**src/hw/rtl/glzw_pkg.sv**
```systemverilog
// Package for the GIF LZW decoder: payload types, codes and sizes.
// No dependencies.
package glzw_pkg;
	localparam int MaxCodeBits = 12;
	localparam int Depth = 1 << MaxCodeBits;
	localparam int AddrW = MaxCodeBits;
	localparam int CntW = MaxCodeBits + 1;

	localparam logic [1:0] OP_PUSH = 2'd0;
	localparam logic [1:0] OP_PULL = 2'd1;
	localparam logic [1:0] OP_RESTART = 2'd2;

	localparam logic [2:0] ST_PIXEL = 3'd0;
	localparam logic [2:0] ST_ACCEPTED = 3'd1;
	localparam logic [2:0] ST_REJECTED = 3'd2;
	localparam logic [2:0] ST_NEED_DATA = 3'd3;
	localparam logic [2:0] ST_END_IMAGE = 3'd4;
	localparam logic [2:0] ST_END_DATA = 3'd5;
	localparam logic [2:0] ST_RESTARTED = 3'd6;

	typedef struct packed {
		logic [1:0] op;
		logic [7:0] data_byte;
	} in_item_t;

	typedef struct packed {
		logic [7:0] pixel;
		logic [2:0] status;
		logic       more_pending;
	} out_item_t;

	// controller -> datapath commands
	typedef struct packed {
		logic take;      // latch input item
		logic dec;       // decode the latched item (push, restart or pull)
		logic walk;      // one chain step (table read issued previous cycle)
		logic finish;    // finish chain: push root, add entry
		logic pop_rd;    // issue stack read for pop
		logic emit;      // write result to output register
	} cmd_t;

	// datapath -> controller status
	typedef struct packed {
		logic       op_pull;
		logic       stack_empty;
		logic [2:0] dec_kind;   // what decode found
		logic       walk_more;  // chain not yet at root
	} sts_t;

	localparam logic [2:0] DK_SIMPLE = 3'd0; // result ready now
	localparam logic [2:0] DK_CLEAR = 3'd1;  // clear code consumed, decode again
	localparam logic [2:0] DK_CHAIN = 3'd2;  // chain walk needed
	localparam logic [2:0] DK_POP = 3'd3;    // stack non-empty: pop
endpackage

```
**src/hw/rtl/glzw_ctrl.sv**
```systemverilog
// Controller for the GIF LZW decoder: sequences decode, chain walk and pop.
// Depends on glzw_pkg.
module glzw_ctrl (
	input  logic           clk,
	input  logic           arst_n,
	input  logic           in_valid,
	output logic           in_stall,
	input  logic           out_full,
	input  glzw_pkg::sts_t sts,
	output glzw_pkg::cmd_t cmd
);
	import glzw_pkg::*;

	localparam logic [2:0] S_IDLE = 3'd0;
	localparam logic [2:0] S_DEC = 3'd1;
	localparam logic [2:0] S_WALK = 3'd2;
	localparam logic [2:0] S_POP = 3'd3;
	localparam logic [2:0] S_EMIT = 3'd4;

	logic [2:0] state_q;
	logic [2:0] state_d;

	assign in_stall = (state_q != S_IDLE) || out_full;

	// next state and commands
	always_comb begin
		state_d = state_q;
		cmd = '0;
		case (state_q)
			S_IDLE: begin
				if (in_valid && !out_full) begin
					cmd.take = 1'b1;
					state_d = S_DEC;
				end
			end
			S_DEC: begin
				cmd.dec = 1'b1;
				if (!sts.op_pull) begin
					state_d = S_EMIT;
				end else begin
					case (sts.dec_kind)
						DK_SIMPLE: state_d = S_EMIT;
						DK_CLEAR: state_d = S_DEC;
						DK_CHAIN: state_d = S_WALK;
						DK_POP: begin
							cmd.pop_rd = 1'b1;
							state_d = S_EMIT;
						end
						default: state_d = S_EMIT;
					endcase
				end
			end
			S_WALK: begin
				if (sts.walk_more) begin
					cmd.walk = 1'b1;
				end else begin
					cmd.finish = 1'b1;
					state_d = S_POP;
				end
			end
			S_POP: begin
				cmd.pop_rd = 1'b1;
				state_d = S_EMIT;
			end
			S_EMIT: begin
				cmd.emit = 1'b1;
				state_d = S_IDLE;
			end
			default: state_d = S_IDLE;
		endcase
	end

	always_ff @(posedge clk or negedge arst_n) begin
		if (!arst_n) state_q <= S_IDLE;
		else state_q <= state_d;
	end
endmodule

```
**config.mk**
```make
export PLATFORM = sky130hd
export DESIGN_NAME = glzw_ctrl
export DESIGN_NICKNAME = d
export VERILOG_FILES = /design/src/hw/rtl/glzw_pkg.sv /design/src/hw/rtl/glzw_ctrl.sv
export SDC_FILE = /design/constraint.sdc
export NUM_CORES = 1
export LEC_CHECK = 0
export ABC_AREA = 1
export BUFFER_PORTS_ARGS = -buffer_cell sky130_fd_sc_hd__buf_2
export CORE_AREA = 2 2 39 41
export DETAILED_ROUTE_END_ITERATION = 12
export DIE_AREA = 0 0 41 43
export HOLD_SLACK_MARGIN = 0.08
export PLACE_DENSITY = 0.48
export SLEW_MARGIN = 10
export SYNTH_ARGS = -nofsm -noshare
export SYNTH_HDL_FRONTEND = slang
export SYNTH_SLANG_ARGS = --single-unit
```
**constraint.sdc**
```tcl
create_clock -name clk -period 1.3 [get_ports clk]
set_input_delay 0.13 -clock clk [delete_from_list [all_inputs] [get_ports clk]]
set_output_delay 0.13 -clock clk [all_outputs]
set_load 0.01 [all_outputs]
```
-- Yosys cells after proc, flatten, opt, wreduce, memory -nomap -nowiden
Index checks and enable logic that the tools add are counted.
- equality and inequality tests: 9
- mux-type cells: 15
- reductions and logical operators: 6
- operator list (cell ; number):
    $eq A3 B2 Y1 const B ; 4
    $pmux W3 S4 ; 1
    $mux W3 ; 3
    $mux W1 ; 8
    $eq A3 B1 Y1 const B ; 2
    $pmux W3 S2 ; 1
    $ne A2 B2 Y1 const B ; 2
    $eq A3 B3 Y1 const B ; 1
    $logic_not A3 Y1 ; 1
    $reduce_bool A3 Y1 ; 1
    $mux W2 ; 1
    $pmux W1 S2 ; 1
    $reduce_and A2 Y1 ; 1
    $logic_and A1 B1 Y1 ; 1
    $logic_not A1 Y1 ; 1
    $logic_or A1 B1 Y1 ; 1
- flip-flop bits (word level): 3
- bits of input ports: 10
- output and inout bits: 7
- word-level logic and storage cells: 31

-- Logic depth before layout (Yosys ltp)
Gate-level depths: netlist of run 1.
- depth in word-level cells: 4
- mapped depth: 5

-- Worst setup path before layout of run 1
Ideal clock, no wire load.
- kind: register -> output
- start: reg state_q[1]
- end: out cmd[5] (netlist name)
- data arrival time: 887 ps
- slack: 283 ps
- cell stages (with the launch flop): 2
- path buffers: 0
- cell sequence: dfrtp_1 > nor4_1
- RTL lines (what ; RTL line ; RTL):
    start, declared ; glzw_ctrl.sv:20 ; logic [2:0] state_q;
    start signal, assigned ; glzw_ctrl.sv:75 ; else state_q <= state_d;
    end, declared ; glzw_ctrl.sv:10 ; output glzw_pkg::cmd_t cmd

==> results of run 1 <==
## cells by family (layout without fill, tap and decap cells)
group / Yosys count / in the layout
and+or+nand+nor: 23 / 23
AOI/OAI and AO/OA: 2 / 2
DFF: 3 / 3
buffers and inverters: 8 / 29
## stage by stage
step | std cells | total power, W | setup TNS (ps) | instance area, sq um
final | 73 | 0.0006613 | 0 | 385.4
after global placement | 67 | 0.0004718 | 0 | 335.3
after detailed placement | 67 | 0.0004702 | 0 | 335.3
after CTS | 72 | 0.0006439 | 0 | 371.6
after floorplan | 36 | 0.0003743 | 0 | 240.2
after global routing | 73 | 0.0007193 | -1.526 | 385.4
## layer usage
metal | routed length [um] | up-vias
li1 | - | 159
met1 | 252 | 126
met2 | 289 | 10
met3 | 38 | 0
met4 | 0 | 0
met5 | 0 | -
## final cells by class
type / instances / area [sq um]
Fill cell: 158 / 998.5
Sequential cell: 3 / 76.32
Timing Repair Buffer: 17 / 92.59
Clock buffer: 4 / 26.28
Tap cell: 16 / 20.02
Multi-Input combinational cell: 25 / 140.1
Inverter: 8 / 30.03
## cells in the mapped netlist
library cell	count
sky130_fd_sc_hd__nand2_2	1
sky130_fd_sc_hd__nand4_1	2
sky130_fd_sc_hd__nor4_1	1
sky130_fd_sc_hd__nor2_4	1
sky130_fd_sc_hd__nor3_1	1
sky130_fd_sc_hd__o21ai_1	1
sky130_fd_sc_hd__nor2_1	6
sky130_fd_sc_hd__inv_2	3
sky130_fd_sc_hd__nand2_1	4
sky130_fd_sc_hd__nand3_2	1
sky130_fd_sc_hd__nand3_1	4
sky130_fd_sc_hd__inv_1	5
sky130_fd_sc_hd__nor2_2	1
sky130_fd_sc_hd__a21oi_1	1
sky130_fd_sc_hd__nor3_2	1
sky130_fd_sc_hd__dfrtp_1	3
## worst max-delay path: cells and delay by family, from the launching register on
| family | cells | cell delay (ps) |
|---|---|---|
| AND/OR/NAND/NOR | 1 | 210 |
| flip-flops | 1 | 380 |
| buffers and inverters | 2 | 320 |
## worst paths after layout
path / to / depth (start not counted)
worst max register to register: state_q[0] / 5
min in group asynchronous: state_q[1] / 2
worst min-delay path: state_q[1] / 4
max in group asynchronous: state_q[1] / 2
worst max-delay path: cmd[5] / 3
worst min register to register: state_q[1] / 3
## repair_timing
action | CTS | global route
gates resized for setup | 0 | 2
hold endpoints to repair | 3 | 0
buffers inserted | 0 | 1
hold buffers | 1 | 0
endpoints found under the setup margin | 0 | 2
## cells in the final DEF (no fill, tap or decap)
cell and count:
sky130_fd_sc_hd__clkbuf_4 3, sky130_fd_sc_hd__dlygate4sd3_1 1, sky130_fd_sc_hd__a21oi_1 1, sky130_fd_sc_hd__nor3_2 1, sky130_fd_sc_hd__buf_2 15, sky130_fd_sc_hd__buf_4 1, sky130_fd_sc_hd__nor2_1 6, sky130_fd_sc_hd__nand3_1 3
sky130_fd_sc_hd__nor2_2 1, sky130_fd_sc_hd__nand4_1 2, sky130_fd_sc_hd__nor3_1 1, sky130_fd_sc_hd__nor4_1 1, sky130_fd_sc_hd__nand3_2 2, sky130_fd_sc_hd__nand2_2 1, sky130_fd_sc_hd__o21ai_1 1, sky130_fd_sc_hd__inv_2 3
sky130_fd_sc_hd__inv_1 5, sky130_fd_sc_hd__nand2_1 4, sky130_fd_sc_hd__dfrtp_1 2, sky130_fd_sc_hd__nor2_4 1, sky130_fd_sc_hd__dfrtp_2 1, sky130_fd_sc_hd__clkbuf_1 1
## power groups by stage
| stage | clock network, W | registers (W) | logic (W) |
|---|---|---|---|
| after floorplan | 0 | 0.000168 | 0.000206 |
| after global placement | 0 | 0.000177 | 0.000295 |
| after detailed placement | 0 | 0.000176 | 0.000294 |
| after CTS | 0.000171 | 0.000175 | 0.000297 |
| after global routing | 0.000173 | 0.000172 | 0.000375 |
| final | 0.000164 | 0.000167 | 0.000330 |
==> report_table.html, run 1 <==
<table>
<tr><th>Metric</th><th>Value</th></tr>
<tr><th colspan="2">Status</th></tr>
<tr><td>Result of the run</td><td>completed</td></tr>
<tr><th colspan="2">STA</th></tr>
<tr><td>Count of final max-slew check failures</td><td>0</td></tr>
<tr><td>Slew at the pin closest to its max-slew limit</td><td>211.7 ps</td></tr>
<tr><td>Max-slew headroom at the worst pin</td><td>85.76%</td></tr>
<tr><td>Setup-failing EPs final</td><td>0</td></tr>
<tr><td>Min Tclk post-route</td><td>1274 ps</td></tr>
<tr><td>Final Hold Slack</td><td>176.5 ps</td></tr>
<tr><td>FMAX</td><td>785.2 MHz</td></tr>
<tr><td>Crit path setup slack, layout</td><td>26.38 ps</td></tr>
<tr><td>Final Hold Vio Count</td><td>0</td></tr>
<tr><td>Portion of the clock cycle consumed by the worst path in the final layout</td><td>97.97%</td></tr>
<tr><td>Post-Route Skew</td><td>2.212 ps</td></tr>
<tr><th colspan="2">Clock network</th></tr>
<tr><td>Max H-tree Level</td><td>1</td></tr>
<tr><td># clock sinks</td><td>3</td></tr>
<tr><td>Clock tree buffer depth</td><td>2</td></tr>
<tr><td>CTS Root Cell</td><td>sky130_fd_sc_hd__clkbuf_4</td></tr>
<tr><td>CTS tree</td><td>done</td></tr>
<tr><td>TritonCTS Buffers</td><td>3</td></tr>
<tr><td>Latest clock arrival within the worst-skew pair</td><td>230 ps</td></tr>
<tr><td>Clock transition at the register clock pins on the worst setup and hold paths after CTS</td><td>40 ps</td></tr>
<tr><th colspan="2">Critical path</th></tr>
<tr><td>Data required time at the worst endpoint</td><td>1170 ps</td></tr>
<tr><td>Worst setup startpoint</td><td>state_q[0]</td></tr>
<tr><td>Source of the worst register-to-register timing path</td><td>state_q[0]</td></tr>
<tr><td>WP data arrival</td><td>1140 ps</td></tr>
<tr><td>Critical path class</td><td>reg2out</td></tr>
<tr><td>Slowest cell on the critical path</td><td>sky130_fd_sc_hd__dfrtp_1</td></tr>
<tr><td>Nature of the critical path startpoint</td><td>flop</td></tr>
<tr><td>Largest incremental delay on the critical path</td><td>380 ps</td></tr>
<tr><td>Type of destination of the critical path</td><td>output port</td></tr>
<tr><td>Critical path fanouts, max</td><td>3</td></tr>
<tr><td>Worst path cell trace</td><td>buf_4 -&gt; nor4_1 -&gt; buf_2</td></tr>
<tr><td>Register-to-register setup slack</td><td>340 ps</td></tr>
<tr><th colspan="2">Routing</th></tr>
<tr><td>Detailed-route wire length per cell</td><td>7.945 um</td></tr>
<tr><td>Post-detailed-route count of antenna-violating nets</td><td>0</td></tr>
<tr><td>Final routed DRC violation total</td><td>0</td></tr>
<tr><td>First DRT Iteration DRCs</td><td>1</td></tr>
<tr><td>Pre-antenna DRT Iters</td><td>2</td></tr>
<tr><td>Routed Wire Length</td><td>580 um</td></tr>
<tr><td>Number of vias per cell after detailed routing</td><td>4.041</td></tr>
<tr><td>Vias</td><td>295</td></tr>
<tr><th colspan="2">Floorplan</th></tr>
<tr><td>Number of primary I/O pins</td><td>17</td></tr>
<tr><td>Std-Cell Core Area</td><td>0.001384 sq mm</td></tr>
<tr><td>Starting utilization of the core area</td><td>17.36%</td></tr>
<tr><td>Die Area</td><td>0.001763 sq mm</td></tr>
<tr><td>Total number of placement rows</td><td>14</td></tr>
<tr><td>Die height</td><td>43 um</td></tr>
<tr><td>Die X</td><td>41 um</td></tr>
<tr><th colspan="2">Logic synthesis</th></tr>
<tr><td>Synth Area per Inst</td><td>6.673 sq um</td></tr>
<tr><td>Sequential share of the synthesized area</td><td>31.25%</td></tr>
<tr><td>Count of unique library cells instantiated by Yosys</td><td>16</td></tr>
<tr><td>Simple-gate share of the synthesized area</td><td>52.08%</td></tr>
<tr><td>Top cell type's share of synthesized area</td><td>31.25%</td></tr>
<tr><td>Combinational family with the most area after synthesis</td><td>simple AND/OR/NAND/NOR gates</td></tr>
<tr><td>Post-synthesis adder-cell area fraction</td><td>0%</td></tr>
<tr><td>Largest area contributor in the netlist</td><td>sky130_fd_sc_hd__dfrtp_1</td></tr>
<tr><td>Yosys warning count</td><td>0</td></tr>
<tr><td>Leading cell types by total area after synthesis</td><td>sky130_fd_sc_hd__dfrtp_1 (31%), sky130_fd_sc_hd__nor2_1 (9.4%), sky130_fd_sc_hd__nand3_1 (8.3%)</td></tr>
<tr><td>Area of the mapped netlist</td><td>240.2 sq um</td></tr>
<tr><td>Number of standard cells after synthesis</td><td>36</td></tr>
<tr><td>Number of flip-flops and latches in the synthesized netlist</td><td>3</td></tr>
<tr><td>Synthesized Nets</td><td>46</td></tr>
<tr><td>Multiplexer share of the synthesized area</td><td>0%</td></tr>
<tr><td>Xor/xnor share of the synthesized area</td><td>0%</td></tr>
<tr><td>Post-synthesis compound-gate area fraction</td><td>4.167%</td></tr>
<tr><th colspan="2">Power</th></tr>
<tr><td>Power Internal</td><td>0.0003829 W</td></tr>
<tr><td>Static leakage power</td><td>0.2190 nW</td></tr>
<tr><td>Worst IR Drop VDD</td><td>0.4362 mV</td></tr>
<tr><td>Share of total power in sequential cells</td><td>25.3%</td></tr>
<tr><td>Switching portion of total power</td><td>42.09%</td></tr>
<tr><td>Relative contribution of combinational cells to total power</td><td>49.9%</td></tr>
<tr><td>Switching power total</td><td>0.0002783 W</td></tr>
<tr><td>Power per standard cell area</td><td>1716 mW/mm^2</td></tr>
<tr><td>Proportion of power drawn by the clock network</td><td>24.8%</td></tr>
<tr><th colspan="2">Layout</th></tr>
<tr><td>Post-layout utilization of the core</td><td>27.85%</td></tr>
<tr><td>Registers with the most flip-flops</td><td>state_q x3</td></tr>
<tr><td>Share of final-layout standard cells stronger than drive strength 1</td><td>50.88%</td></tr>
<tr><td>Final layout net count</td><td>68</td></tr>
<tr><td>Number of antenna repair diodes</td><td>0</td></tr>
<tr><td>Reg with most FFs</td><td>state_q</td></tr>
<tr><td>Max FFs per register</td><td>3</td></tr>
<tr><td>Syn-to-layout area delta</td><td>60.42%</td></tr>
<tr><th colspan="2">Global route</th></tr>
<tr><td>Initial antenna violation count</td><td>0</td></tr>
<tr><td>Maximum number of pins on one net before global-route repair</td><td>8</td></tr>
<tr><td>M1 GR Usage</td><td>6.452%</td></tr>
<tr><td>Total congestion overflow after global routing</td><td>0</td></tr>
<tr><td>Global Route Usage Sum</td><td>7.940%</td></tr>
<tr><td>Global routing met3 resource utilization</td><td>3.141%</td></tr>
<tr><td>Global-route track usage on met2</td><td>11.88%</td></tr>
<tr><td>First-pass GRT wire length</td><td>869 um</td></tr>
<tr><td>Via count of the first global-routing pass</td><td>256</td></tr>
<tr><td>Layer carrying the most global-route usage</td><td>met2</td></tr>
<tr><th colspan="2">Placement</th></tr>
<tr><td>PortBufs</td><td>15</td></tr>
<tr><td>Setup Slack @ Placement</td><td>284.0 ps</td></tr>
<tr><td>Last weighted congestion value of the routability-driven placer</td><td>0.6592</td></tr>
<tr><td>Hpwl dp</td><td>451.9 um</td></tr>
<tr><th colspan="2">Worst hold path</th></tr>
<tr><td>Launch point of the worst hold path</td><td>sts[1]</td></tr>
<tr><td>Type of the tightest min-delay check</td><td>in2reg</td></tr>
<tr><th colspan="2">Run</th></tr>
<tr><td>Maximum Capacitance Violations</td><td>0</td></tr>
</table>
Power figures use the tool's default switching activity.
==> run 2: changes to the inputs <==
Settings changed: ABC_AREA 1 to unset, SKIP_LAST_GASP set to 1.
==> run 2 against run 1 <==
Setup slack got worse by 30 ps. Global-route usage up 0.60 points. The run now ends with setup timing left. Maximum frequency shrank 2.3%. Clock skew is essentially flat. Sequential power is 15% higher. Critical path depth increased by 1. Power is 1.3% lower. Hold slack better by 9.9 ps. Die area unchanged. Critical path type unchanged. Core utilization rose by 4.9 points.
==> report_table.html, run 2 <==
<table>
<tr><th>Metric</th><th>Value</th></tr>
<tr><th colspan="2">Status</th></tr>
<tr><td>Result of the run</td><td>complete, but fails checks</td></tr>
<tr><td>Violations in the final reports</td><td>setup timing</td></tr>
<tr><th colspan="2">Global route</th></tr>
<tr><td>Global Route Usage Sum</td><td>8.543% (+0.60 points)</td></tr>
<tr><td>Via count of the first global-routing pass</td><td>261 (+2.0%)</td></tr>
<tr><td>Initial antenna violation count</td><td>0 (unchanged)</td></tr>
<tr><td>Maximum number of pins on one net before global-route repair</td><td>8 (unchanged)</td></tr>
<tr><td>Total congestion overflow after global routing</td><td>0 (unchanged)</td></tr>
<tr><td>First-pass GRT wire length</td><td>1.007 mm (+16%)</td></tr>
<tr><th colspan="2">Clock network</th></tr>
<tr><td>Latest clock arrival within the worst-skew pair</td><td>230 ps (about the same)</td></tr>
<tr><td>Clock transition at the register clock pins on the worst setup and hold paths after CTS</td><td>40 ps (about the same)</td></tr>
<tr><td># clock sinks</td><td>3 (unchanged)</td></tr>
<tr><td>TritonCTS Buffers</td><td>3 (unchanged)</td></tr>
<tr><td>CTS tree</td><td>done</td></tr>
<tr><td>Max H-tree Level</td><td>1 (unchanged)</td></tr>
<tr><td>CTS Root Cell</td><td>sky130_fd_sc_hd__clkbuf_4</td></tr>
<tr><td>Clock tree buffer depth</td><td>2 (unchanged)</td></tr>
<tr><th colspan="2">Floorplan</th></tr>
<tr><td>Number of primary I/O pins</td><td>17 (unchanged)</td></tr>
<tr><td>Starting utilization of the core area</td><td>17.81% (+0.45 points)</td></tr>
<tr><td>Die X</td><td>41 um (unchanged)</td></tr>
<tr><td>Die height</td><td>43 um (unchanged)</td></tr>
<tr><td>Die Area</td><td>0.001763 sq mm (unchanged)</td></tr>
<tr><td>Std-Cell Core Area</td><td>0.001384 sq mm (unchanged)</td></tr>
<tr><td>Total number of placement rows</td><td>14 (unchanged)</td></tr>
<tr><th colspan="2">Critical path</th></tr>
<tr><td>Critical path class</td><td>reg2out</td></tr>
<tr><td>Critical path fanouts, max</td><td>3 (unchanged)</td></tr>
<tr><td>Nature of the critical path startpoint</td><td>flop</td></tr>
<tr><td>WP data arrival</td><td>1170 ps (+30 ps)</td></tr>
<tr><td>Type of destination of the critical path</td><td>output port</td></tr>
<tr><td>Data required time at the worst endpoint</td><td>1170 ps (about the same)</td></tr>
<tr><th colspan="2">Power</th></tr>
<tr><td>Static leakage power</td><td>0.2198 nW (+0.38%)</td></tr>
<tr><td>Power per standard cell area</td><td>1441 mW/mm^2 (-16%)</td></tr>
<tr><td>Proportion of power drawn by the clock network</td><td>24.6% (-0.2 points)</td></tr>
<tr><td>Switching power total</td><td>0.0002422 W (-13%)</td></tr>
<tr><td>Share of total power in sequential cells</td><td>29.4% (+4.1 points)</td></tr>
<tr><td>Power after layout</td><td>0.0006525 W (-1.3%)</td></tr>
<tr><td>Switching portion of total power</td><td>37.11% (-5.0 points)</td></tr>
<tr><td>Worst IR Drop VDD</td><td>0.4632 mV (+6.2%)</td></tr>
<tr><td>Relative contribution of combinational cells to total power</td><td>46.0% (-3.9 points)</td></tr>
<tr><td>Power Internal</td><td>0.0004104 W (+7.2%)</td></tr>
<tr><th colspan="2">Routing</th></tr>
<tr><td>First DRT Iteration DRCs</td><td>1 (unchanged)</td></tr>
<tr><td>Routed Wire Length</td><td>645 um (+11%)</td></tr>
<tr><td>Number of vias per cell after detailed routing</td><td>4.221 (+4.4%)</td></tr>
<tr><td>Detailed-route wire length per cell</td><td>9.485 um (+19%)</td></tr>
<tr><td>Vias</td><td>287 (-2.7%)</td></tr>
<tr><td>Pre-antenna DRT Iters</td><td>4 (+2)</td></tr>
<tr><td>Post-detailed-route count of antenna-violating nets</td><td>0 (unchanged)</td></tr>
<tr><td>Final routed DRC violation total</td><td>0 (unchanged)</td></tr>
<tr><th colspan="2">Layout</th></tr>
<tr><td>Final layout net count</td><td>63 (-7.4%)</td></tr>
<tr><td>Reg with most FFs</td><td>state_q</td></tr>
<tr><td>Syn-to-layout area delta</td><td>83.76%</td></tr>
<tr><td>Post-layout utilization of the core</td><td>32.73% (+4.9 points)</td></tr>
<tr><td>Most common library cell in the layout ignoring fill and taps</td><td>sky130_fd_sc_hd__buf_2</td></tr>
<tr><td>Max FFs per register</td><td>3 (unchanged)</td></tr>
<tr><td>Number of standard cells in the layout, taps in and fillers out</td><td>68 (-6.8%)</td></tr>
<tr><td>Number of antenna repair diodes</td><td>0 (unchanged)</td></tr>
<tr><td>Share of final-layout standard cells stronger than drive strength 1</td><td>63.46% (+13 points)</td></tr>
<tr><td>Registers with the most flip-flops</td><td>state_q x3</td></tr>
<tr><th colspan="2">Placement</th></tr>
<tr><td>PortBufs</td><td>15 (unchanged)</td></tr>
<tr><td>Hpwl dp</td><td>455 um (+0.69%)</td></tr>
<tr><td>Placed cell count</td><td>59 (-12%)</td></tr>
<tr><td>Last weighted congestion value of the routability-driven placer</td><td>0.6670 (+1.2%)</td></tr>
<tr><th colspan="2">STA</th></tr>
<tr><td>Min Tclk post-route</td><td>1303 ps (+29.77 ps)</td></tr>
<tr><td>Portion of the clock cycle consumed by the worst path in the final layout</td><td>100.3% (+2.3 points)</td></tr>
<tr><td>Setup-failing EPs final</td><td>1 (+1)</td></tr>
<tr><td>Crit path setup slack, layout</td><td>-3.388 ps (-29.77 ps)</td></tr>
<tr><td>Count of final max-slew check failures</td><td>0 (unchanged)</td></tr>
<tr><td>Post-Route Skew</td><td>1.861 ps (-0.3514 ps)</td></tr>
<tr><td>Final Hold Slack</td><td>186.4 ps (+9.906 ps)</td></tr>
<tr><td>RSZ-0062 raised after global routing</td><td>yes</td></tr>
<tr><td>Slew at the pin closest to its max-slew limit</td><td>188.3 ps (-23.37 ps)</td></tr>
<tr><td>Max-slew headroom at the worst pin</td><td>87.45% (+1.7 points)</td></tr>
<tr><td>Final Hold Vio Count</td><td>0 (unchanged)</td></tr>
<tr><td>FMAX</td><td>767.2 MHz (-2.3%)</td></tr>
<tr><th colspan="2">Logic synthesis</th></tr>
<tr><td>Post-synthesis compound-gate area fraction</td><td>15.74% (+12 points)</td></tr>
<tr><td>Multiplexer share of the synthesized area</td><td>0% (unchanged)</td></tr>
<tr><td>Area of the mapped netlist</td><td>246.5 sq um (+2.6%)</td></tr>
<tr><td>Synthesized Nets</td><td>38 (-17%)</td></tr>
<tr><td>Xor/xnor share of the synthesized area</td><td>3.553% (+3.6 points)</td></tr>
<tr><td>Largest area contributor in the netlist</td><td>sky130_fd_sc_hd__dfrtp_1</td></tr>
<tr><td>Number of standard cells after synthesis</td><td>28 (-22%)</td></tr>
<tr><td>Post-synthesis adder-cell area fraction</td><td>0% (unchanged)</td></tr>
<tr><td>Most numerous cell types in the synthesized netlist</td><td>sky130_fd_sc_hd__nor2_1 (5), sky130_fd_sc_hd__a21oi_1 (3), sky130_fd_sc_hd__dfrtp_1 (3), sky130_fd_sc_hd__inv_1 (3)</td></tr>
<tr><td>Share of async-settable or async-resettable flops after synthesis</td><td>100.0% (unchanged)</td></tr>
<tr><td>Yosys warning count</td><td>0 (unchanged)</td></tr>
<tr><td>Dominant cell by count in the synthesized netlist</td><td>sky130_fd_sc_hd__nor2_1</td></tr>
<tr><td>Combinational family with the most area after synthesis</td><td>simple AND/OR/NAND/NOR gates</td></tr>
<tr><td>Top cell type's share of synthesized area</td><td>30.46% (-0.79 points)</td></tr>
<tr><td>Synth Area per Inst</td><td>8.803 sq um (+32%)</td></tr>
<tr><td>Number of flip-flops and latches in the synthesized netlist</td><td>3 (unchanged)</td></tr>
<tr><td>Leading cell types by total area after synthesis</td><td>sky130_fd_sc_hd__dfrtp_1 (30%), sky130_fd_sc_hd__nor2_1 (7.6%), sky130_fd_sc_hd__nor3b_4 (7.6%)</td></tr>
<tr><td>Number of synthesized flops with an enable pin</td><td>0 (unchanged)</td></tr>
<tr><td>Dominant register cell in the synthesized netlist</td><td>sky130_fd_sc_hd__dfrtp_1</td></tr>
<tr><td>Sequential share of the synthesized area</td><td>30.46% (-0.79 points)</td></tr>
<tr><td>Simple-gate share of the synthesized area</td><td>41.12% (-11 points)</td></tr>
<tr><td>Count of unique library cells instantiated by Yosys</td><td>16 (unchanged)</td></tr>
<tr><th colspan="2">Run</th></tr>
<tr><td>Maximum Capacitance Violations</td><td>0 (unchanged)</td></tr>
<tr><th colspan="2">Worst hold path</th></tr>
<tr><td>Type of the tightest min-delay check</td><td>in2reg</td></tr>
</table>
[run 2: cell types whose count changed in the layout (fill, tap and decap cells not counted), sizes merged, moves of 3 or more]
cell / delta
buf: +4
inv: -5
nand3: -5
nand2: -4
nor2: -3
[run 2: repair_timing]
item | in CTS | in global routing
hold buffers | 1 | 0
endpoints found under the setup margin | 4 | 6
buffers inserted | 1 | 3
endpoints found under the hold margin | 3 | 0
gates resized for setup | 3 | 7
pin swaps | 0 | 6
[run 2: area by class of cell]
type	count	area (sq um)
well taps	16	20.02
inverters	3	11.26
fillers	148	930.9
repair buffers	21	145.1
multi-input cells	21	171.4
flip-flops and latches	3	78.83
clock buffers	4	26.28
[run 2: path summary, 6_finish.rpt]
path,startpoint,to,slack [ps],depth (start not counted)
setup reg to reg,state_q[1],state_q[0],30,3
hold reg to reg,state_q[2],state_q[1],510,1
hold / removal,out_full,state_q[0],190,3
max in group asynchronous,arst_n,state_q[0],960,2
min in group asynchronous,arst_n,state_q[1],220,2
setup / recovery,state_q[1],cmd[3],-3,4
[run 2: cells by family after synthesis]
family          count (synthesis)
flops                           3
compound gates                  5
buf+inv                         4
xor+xnor                        1
simple gates                   15
[run 2: metrics by stage]
stage / area (sq um) / setup slack (ps) / setup TNS [ps]
final: 452.9 / -3.388 / -3.388
after global routing: 452.9 / -41.83 / -143.1
after CTS: 406.6 / -3.090 / -3.090
after global placement: 337.8 / 105.4 / 0
after floorplan: 246.5 / 158.7 / 0
after detailed placement: 337.8 / 94.23 / 0
[run 2: power by group through the flow]
stage | Sequential (W) | Combinational (W) | Clock (W)
floorplan | 0.000157 | 0.000156 | 0
global placement | 0.000177 | 0.000221 | 0
detailed placement | 0.000177 | 0.000225 | 0
CTS | 0.000174 | 0.000256 | 0.000172
global route | 0.000198 | 0.000333 | 0.000180
finish | 0.000192 | 0.000300 | 0.000161
[run 2: critical path, cell delays in order, from the launching register on]
cell	delay, ps
sky130_fd_sc_hd__dfrtp_2	430
sky130_fd_sc_hd__buf_6	130
sky130_fd_sc_hd__buf_4	120
sky130_fd_sc_hd__and3_1	130
sky130_fd_sc_hd__buf_2	130
[run 2: routing by layer]
metal | GRT usage [%] | part of all wire, %
met1 | 10.65 | 45
met2 | 12.19 | 47
met3 | 2.094 | 7.6
met4 | 6.000 | 0
met5 | 0 | 0
==> run 3: changes to the inputs <==
Settings changed: CELL_PAD_IN_SITES_DETAIL_PLACEMENT set to 0, CELL_PAD_IN_SITES_GLOBAL_PLACEMENT set to 1, PLACE_DENSITY 0.48 to 0.62.
==> run 3 against run 2 <==
The run now ends clean. Highest routed layer is now met4. Largest power group unchanged. Non-clock buffer count is 1 higher. Clock skew hardly changed. Global-route usage grew 1.0 points.
==> report_table.html, run 3 (same netlist as run 2, synthesis figures left out) <==
<table>
<tr><th>Metric</th><th>Value</th></tr>
<tr><th colspan="2">Critical path</th></tr>
<tr><td>Nature of the critical path startpoint</td><td>flop</td></tr>
<tr><td>Register-to-register setup slack</td><td>50 ps (+20 ps)</td></tr>
<tr><td>Destination of the worst register-to-register timing path</td><td>state_q[0]</td></tr>
<tr><td>Critical path fanouts, max</td><td>5 (+2)</td></tr>
<tr><td>WP data arrival</td><td>1150 ps (-20 ps)</td></tr>
<tr><td>Source of the worst register-to-register timing path</td><td>state_q[1]</td></tr>
<tr><td>Worst Reg-to-Reg Cells</td><td>4 (+1)</td></tr>
<tr><td>Type of destination of the critical path</td><td>output port</td></tr>
<tr><td>Data required time at the worst endpoint</td><td>1170 ps (about the same)</td></tr>
<tr><td>Critical path class</td><td>reg2out</td></tr>
<tr><th colspan="2">Routing</th></tr>
<tr><td>Pre-antenna DRT Iters</td><td>2 (-2)</td></tr>
<tr><td>Post-detailed-route count of antenna-violating nets</td><td>0 (unchanged)</td></tr>
<tr><td>Vias</td><td>294 (+2.4%)</td></tr>
<tr><td>Final routed DRC violation total</td><td>0 (unchanged)</td></tr>
<tr><td>Number of vias per cell after detailed routing</td><td>4.261 (+0.95%)</td></tr>
<tr><td>Detailed-route wire length per cell</td><td>8.928 um (-5.9%)</td></tr>
<tr><td>First DRT Iteration DRCs</td><td>2 (+1)</td></tr>
<tr><td>Routed Wire Length</td><td>616 um (-4.5%)</td></tr>
<tr><th colspan="2">Global route</th></tr>
<tr><td>Total congestion overflow after global routing</td><td>0 (unchanged)</td></tr>
<tr><td>Maximum number of pins on one net before global-route repair</td><td>8 (unchanged)</td></tr>
<tr><td>Via count of the first global-routing pass</td><td>278 (+6.5%)</td></tr>
<tr><td>First-pass GRT wire length</td><td>1.124 mm (+12%)</td></tr>
<tr><td>Initial antenna violation count</td><td>0 (unchanged)</td></tr>
<tr><td>Global Route Usage Sum</td><td>9.567% (+1.0 points)</td></tr>
<tr><th colspan="2">Layout</th></tr>
<tr><td>Syn-to-layout area delta</td><td>81.22%</td></tr>
<tr><td>Reg with most FFs</td><td>state_q</td></tr>
<tr><td>Filler Cell Count</td><td>154 (+4.1%)</td></tr>
<tr><td>Registers with the most flip-flops</td><td>state_q x3</td></tr>
<tr><td>Final layout net count</td><td>64 (+1.6%)</td></tr>
<tr><td>Max FFs per register</td><td>3 (unchanged)</td></tr>
<tr><td>Multi-input logic area</td><td>173.9 sq um (+1.5%)</td></tr>
<tr><td>Most common library cell in the layout ignoring fill and taps</td><td>sky130_fd_sc_hd__buf_2</td></tr>
<tr><td>Number of standard cells in the layout, taps in and fillers out</td><td>69 (+1.5%)</td></tr>
<tr><td>Most frequent cells in the layout</td><td>sky130_fd_sc_hd__buf_2 (15), sky130_fd_sc_hd__buf_4 (4)</td></tr>
<tr><td>Number of antenna repair diodes</td><td>0 (unchanged)</td></tr>
<tr><td>FF/Latch Area</td><td>77.57 sq um (-1.6%)</td></tr>
<tr><td>Final Cell Area</td><td>446.7 sq um (-1.4%)</td></tr>
<tr><td>Share of final-layout standard cells stronger than drive strength 1</td><td>62.26% (-1.2 points)</td></tr>
<tr><th colspan="2">Placement</th></tr>
<tr><td>Setup Slack @ Placement</td><td>125.4 ps (+31.19 ps)</td></tr>
<tr><td>PortBufs</td><td>15 (unchanged)</td></tr>
<tr><td>Hpwl dp</td><td>440.8 um (-3.1%)</td></tr>
<tr><td>Last weighted congestion value of the routability-driven placer</td><td>0.6841 (+2.6%)</td></tr>
<tr><td>Area after detailed placement</td><td>345.3 sq um (+2.2%)</td></tr>
<tr><td>Placed cell count</td><td>60 (+1.7%)</td></tr>
<tr><th colspan="2">Power</th></tr>
<tr><td>Relative contribution of combinational cells to total power</td><td>44.3% (-1.7 points)</td></tr>
<tr><td>Power per standard cell area</td><td>1436 mW/mm^2 (-0.34%)</td></tr>
<tr><td>Power Internal</td><td>0.0003958 W (-3.6%)</td></tr>
<tr><td>Proportion of power drawn by the clock network</td><td>25.6% (+1.0 points)</td></tr>
<tr><td>Switching portion of total power</td><td>38.29% (+1.2 points)</td></tr>
<tr><td>Share of total power in sequential cells</td><td>30.1% (+0.7 points)</td></tr>
<tr><td>Worst IR Drop VDD</td><td>0.5277 mV (+14%)</td></tr>
<tr><td>Switching power total</td><td>0.0002456 W (+1.4%)</td></tr>
<tr><td>Static leakage power</td><td>0.2276 nW (+3.5%)</td></tr>
<tr><th colspan="2">STA</th></tr>
<tr><td>Count of final max-slew check failures</td><td>0 (unchanged)</td></tr>
<tr><td>Min Tclk post-route</td><td>1275 ps (-27.92 ps)</td></tr>
<tr><td>Crit path setup slack, layout</td><td>24.53 ps (+27.92 ps)</td></tr>
<tr><td>RSZ-0062 raised after global routing</td><td>yes</td></tr>
<tr><td>Final Hold Vio Count</td><td>0 (unchanged)</td></tr>
<tr><td>Slew at the pin closest to its max-slew limit</td><td>241.0 ps (+52.71 ps)</td></tr>
<tr><td>Post-Route Skew</td><td>1.633 ps (-0.2278 ps)</td></tr>
<tr><td>FMAX</td><td>784.0 MHz (+2.2%)</td></tr>
<tr><td>Max-slew headroom at the worst pin</td><td>83.93% (-3.5 points)</td></tr>
<tr><td>Portion of the clock cycle consumed by the worst path in the final layout</td><td>98.11% (-2.1 points)</td></tr>
<tr><td>Setup-failing EPs final</td><td>0 (-1)</td></tr>
<tr><td>Final Hold Slack</td><td>203.9 ps (+17.44 ps)</td></tr>
<tr><td>TNS Setup</td><td>0 ps (+3.388 ps)</td></tr>
<tr><th colspan="2">Worst hold path</th></tr>
<tr><td>Launch point of the worst hold path</td><td>sts[2]</td></tr>
<tr><td>Cell count of the worst hold path</td><td>3 (unchanged)</td></tr>
<tr><td>Type of the tightest min-delay check</td><td>in2reg</td></tr>
<tr><td>Hold EP</td><td>state_q[1]</td></tr>
<tr><th colspan="2">Floorplan</th></tr>
<tr><td>Die X</td><td>41 um (unchanged)</td></tr>
<tr><td>Total number of placement rows</td><td>14 (unchanged)</td></tr>
<tr><td>Starting utilization of the core area</td><td>17.81% (unchanged)</td></tr>
<tr><td>Die height</td><td>43 um (unchanged)</td></tr>
<tr><td>Die Area</td><td>0.001763 sq mm (unchanged)</td></tr>
<tr><td>Std-Cell Core Area</td><td>0.001384 sq mm (unchanged)</td></tr>
<tr><td>Number of primary I/O pins</td><td>17 (unchanged)</td></tr>
<tr><th colspan="2">Clock network</th></tr>
<tr><td>Clock tree buffer depth</td><td>2 (unchanged)</td></tr>
<tr><td>Max H-tree Level</td><td>1 (unchanged)</td></tr>
<tr><td>CTS tree</td><td>done</td></tr>
<tr><td>CTS Root Cell</td><td>sky130_fd_sc_hd__clkbuf_4</td></tr>
<tr><td>Latest clock arrival within the worst-skew pair</td><td>230 ps (about the same)</td></tr>
<tr><td># clock sinks</td><td>3 (unchanged)</td></tr>
<tr><td>Clock transition at the register clock pins on the worst setup and hold paths after CTS</td><td>40 ps (about the same)</td></tr>
<tr><td>TritonCTS Buffers</td><td>3 (unchanged)</td></tr>
<tr><th colspan="2">Run</th></tr>
<tr><td>Maximum Capacitance Violations</td><td>0 (unchanged)</td></tr>
<tr><th colspan="2">Status</th></tr>
<tr><td>Result of the run</td><td>completed</td></tr>
</table>
-- run 3: worst max path at each step --
stage | from | end | slack (ps) | cells after the start
after floorplan | state_q[1] | state_q[0] | 160 | 3
after global placement | state_q[1] | state_q[0] | 130 | 3
after detailed placement | state_q[1] | state_q[0] | 130 | 3
after CTS | state_q[1] | cmd[5] | -2 | 5
after global routing | state_q[2] | cmd[1] | -50 | 3
final | state_q[1] | cmd[5] | 20 | 5
-- run 3: area by class of cell --
class | instances | area share (%)
clock buffer | 4 | 5.882
inverter | 3 | 2.521
multi-input combinational | 21 | 38.94
sequential | 3 | 17.37
tap | 16 | 4.482
timing repair buffer | 22 | 30.81
-- run 3: routing by layer --
metal / part of all wire (%) / track usage, % / vias up
li1: - / - / 147
met1: 46 / 13.64 / 135
met2: 47 / 10.94 / 10
met3: 4.7 / 4.712 / 2
met4: 1.8 / 6.000 / 0
met5: 0 / 0 / -
-- run 3: worst max-delay path: stages (launching register included) --
cell	delay [ps]
sky130_fd_sc_hd__dfrtp_2	430
sky130_fd_sc_hd__buf_6	140
sky130_fd_sc_hd__nor2_4	70
sky130_fd_sc_hd__nand2_2	50
sky130_fd_sc_hd__nor2_1	90
sky130_fd_sc_hd__buf_2	130
-- run 3: metrics by stage --
| stage | utilization [%] | power, W |
|---|---|---|
| floorplan | - | 0.0003123 |
| CTS | 29.02 | 0.0005898 |
| global route | 32.28 | 0.0006968 |
| detailed placement | 24.95 | 0.0004040 |
| global placement | 24.95 | 0.0004070 |
| finish | 32.28 | 0.0006413 |
-- run 3: power by group through the flow --
stage	Combinational (W)	Sequential, W	Clock (W)
2_1_floorplan	0.000156	0.000157	0
3_3_place_gp	0.000233	0.000174	0
3_5_place_dp	0.000231	0.000173	0
4_1_cts	0.000247	0.000171	0.000171
5_1_grt	0.000314	0.000199	0.000183
6_report	0.000284	0.000193	0.000164
-- run 3: repair_timing --
item	CTS	global route
resized for setup	3	7
setup buffers	1	3
endpoints found under the hold margin	3	0
hold buffers	1	0
pin swaps	0	7
endpoints found under the setup margin	3	5
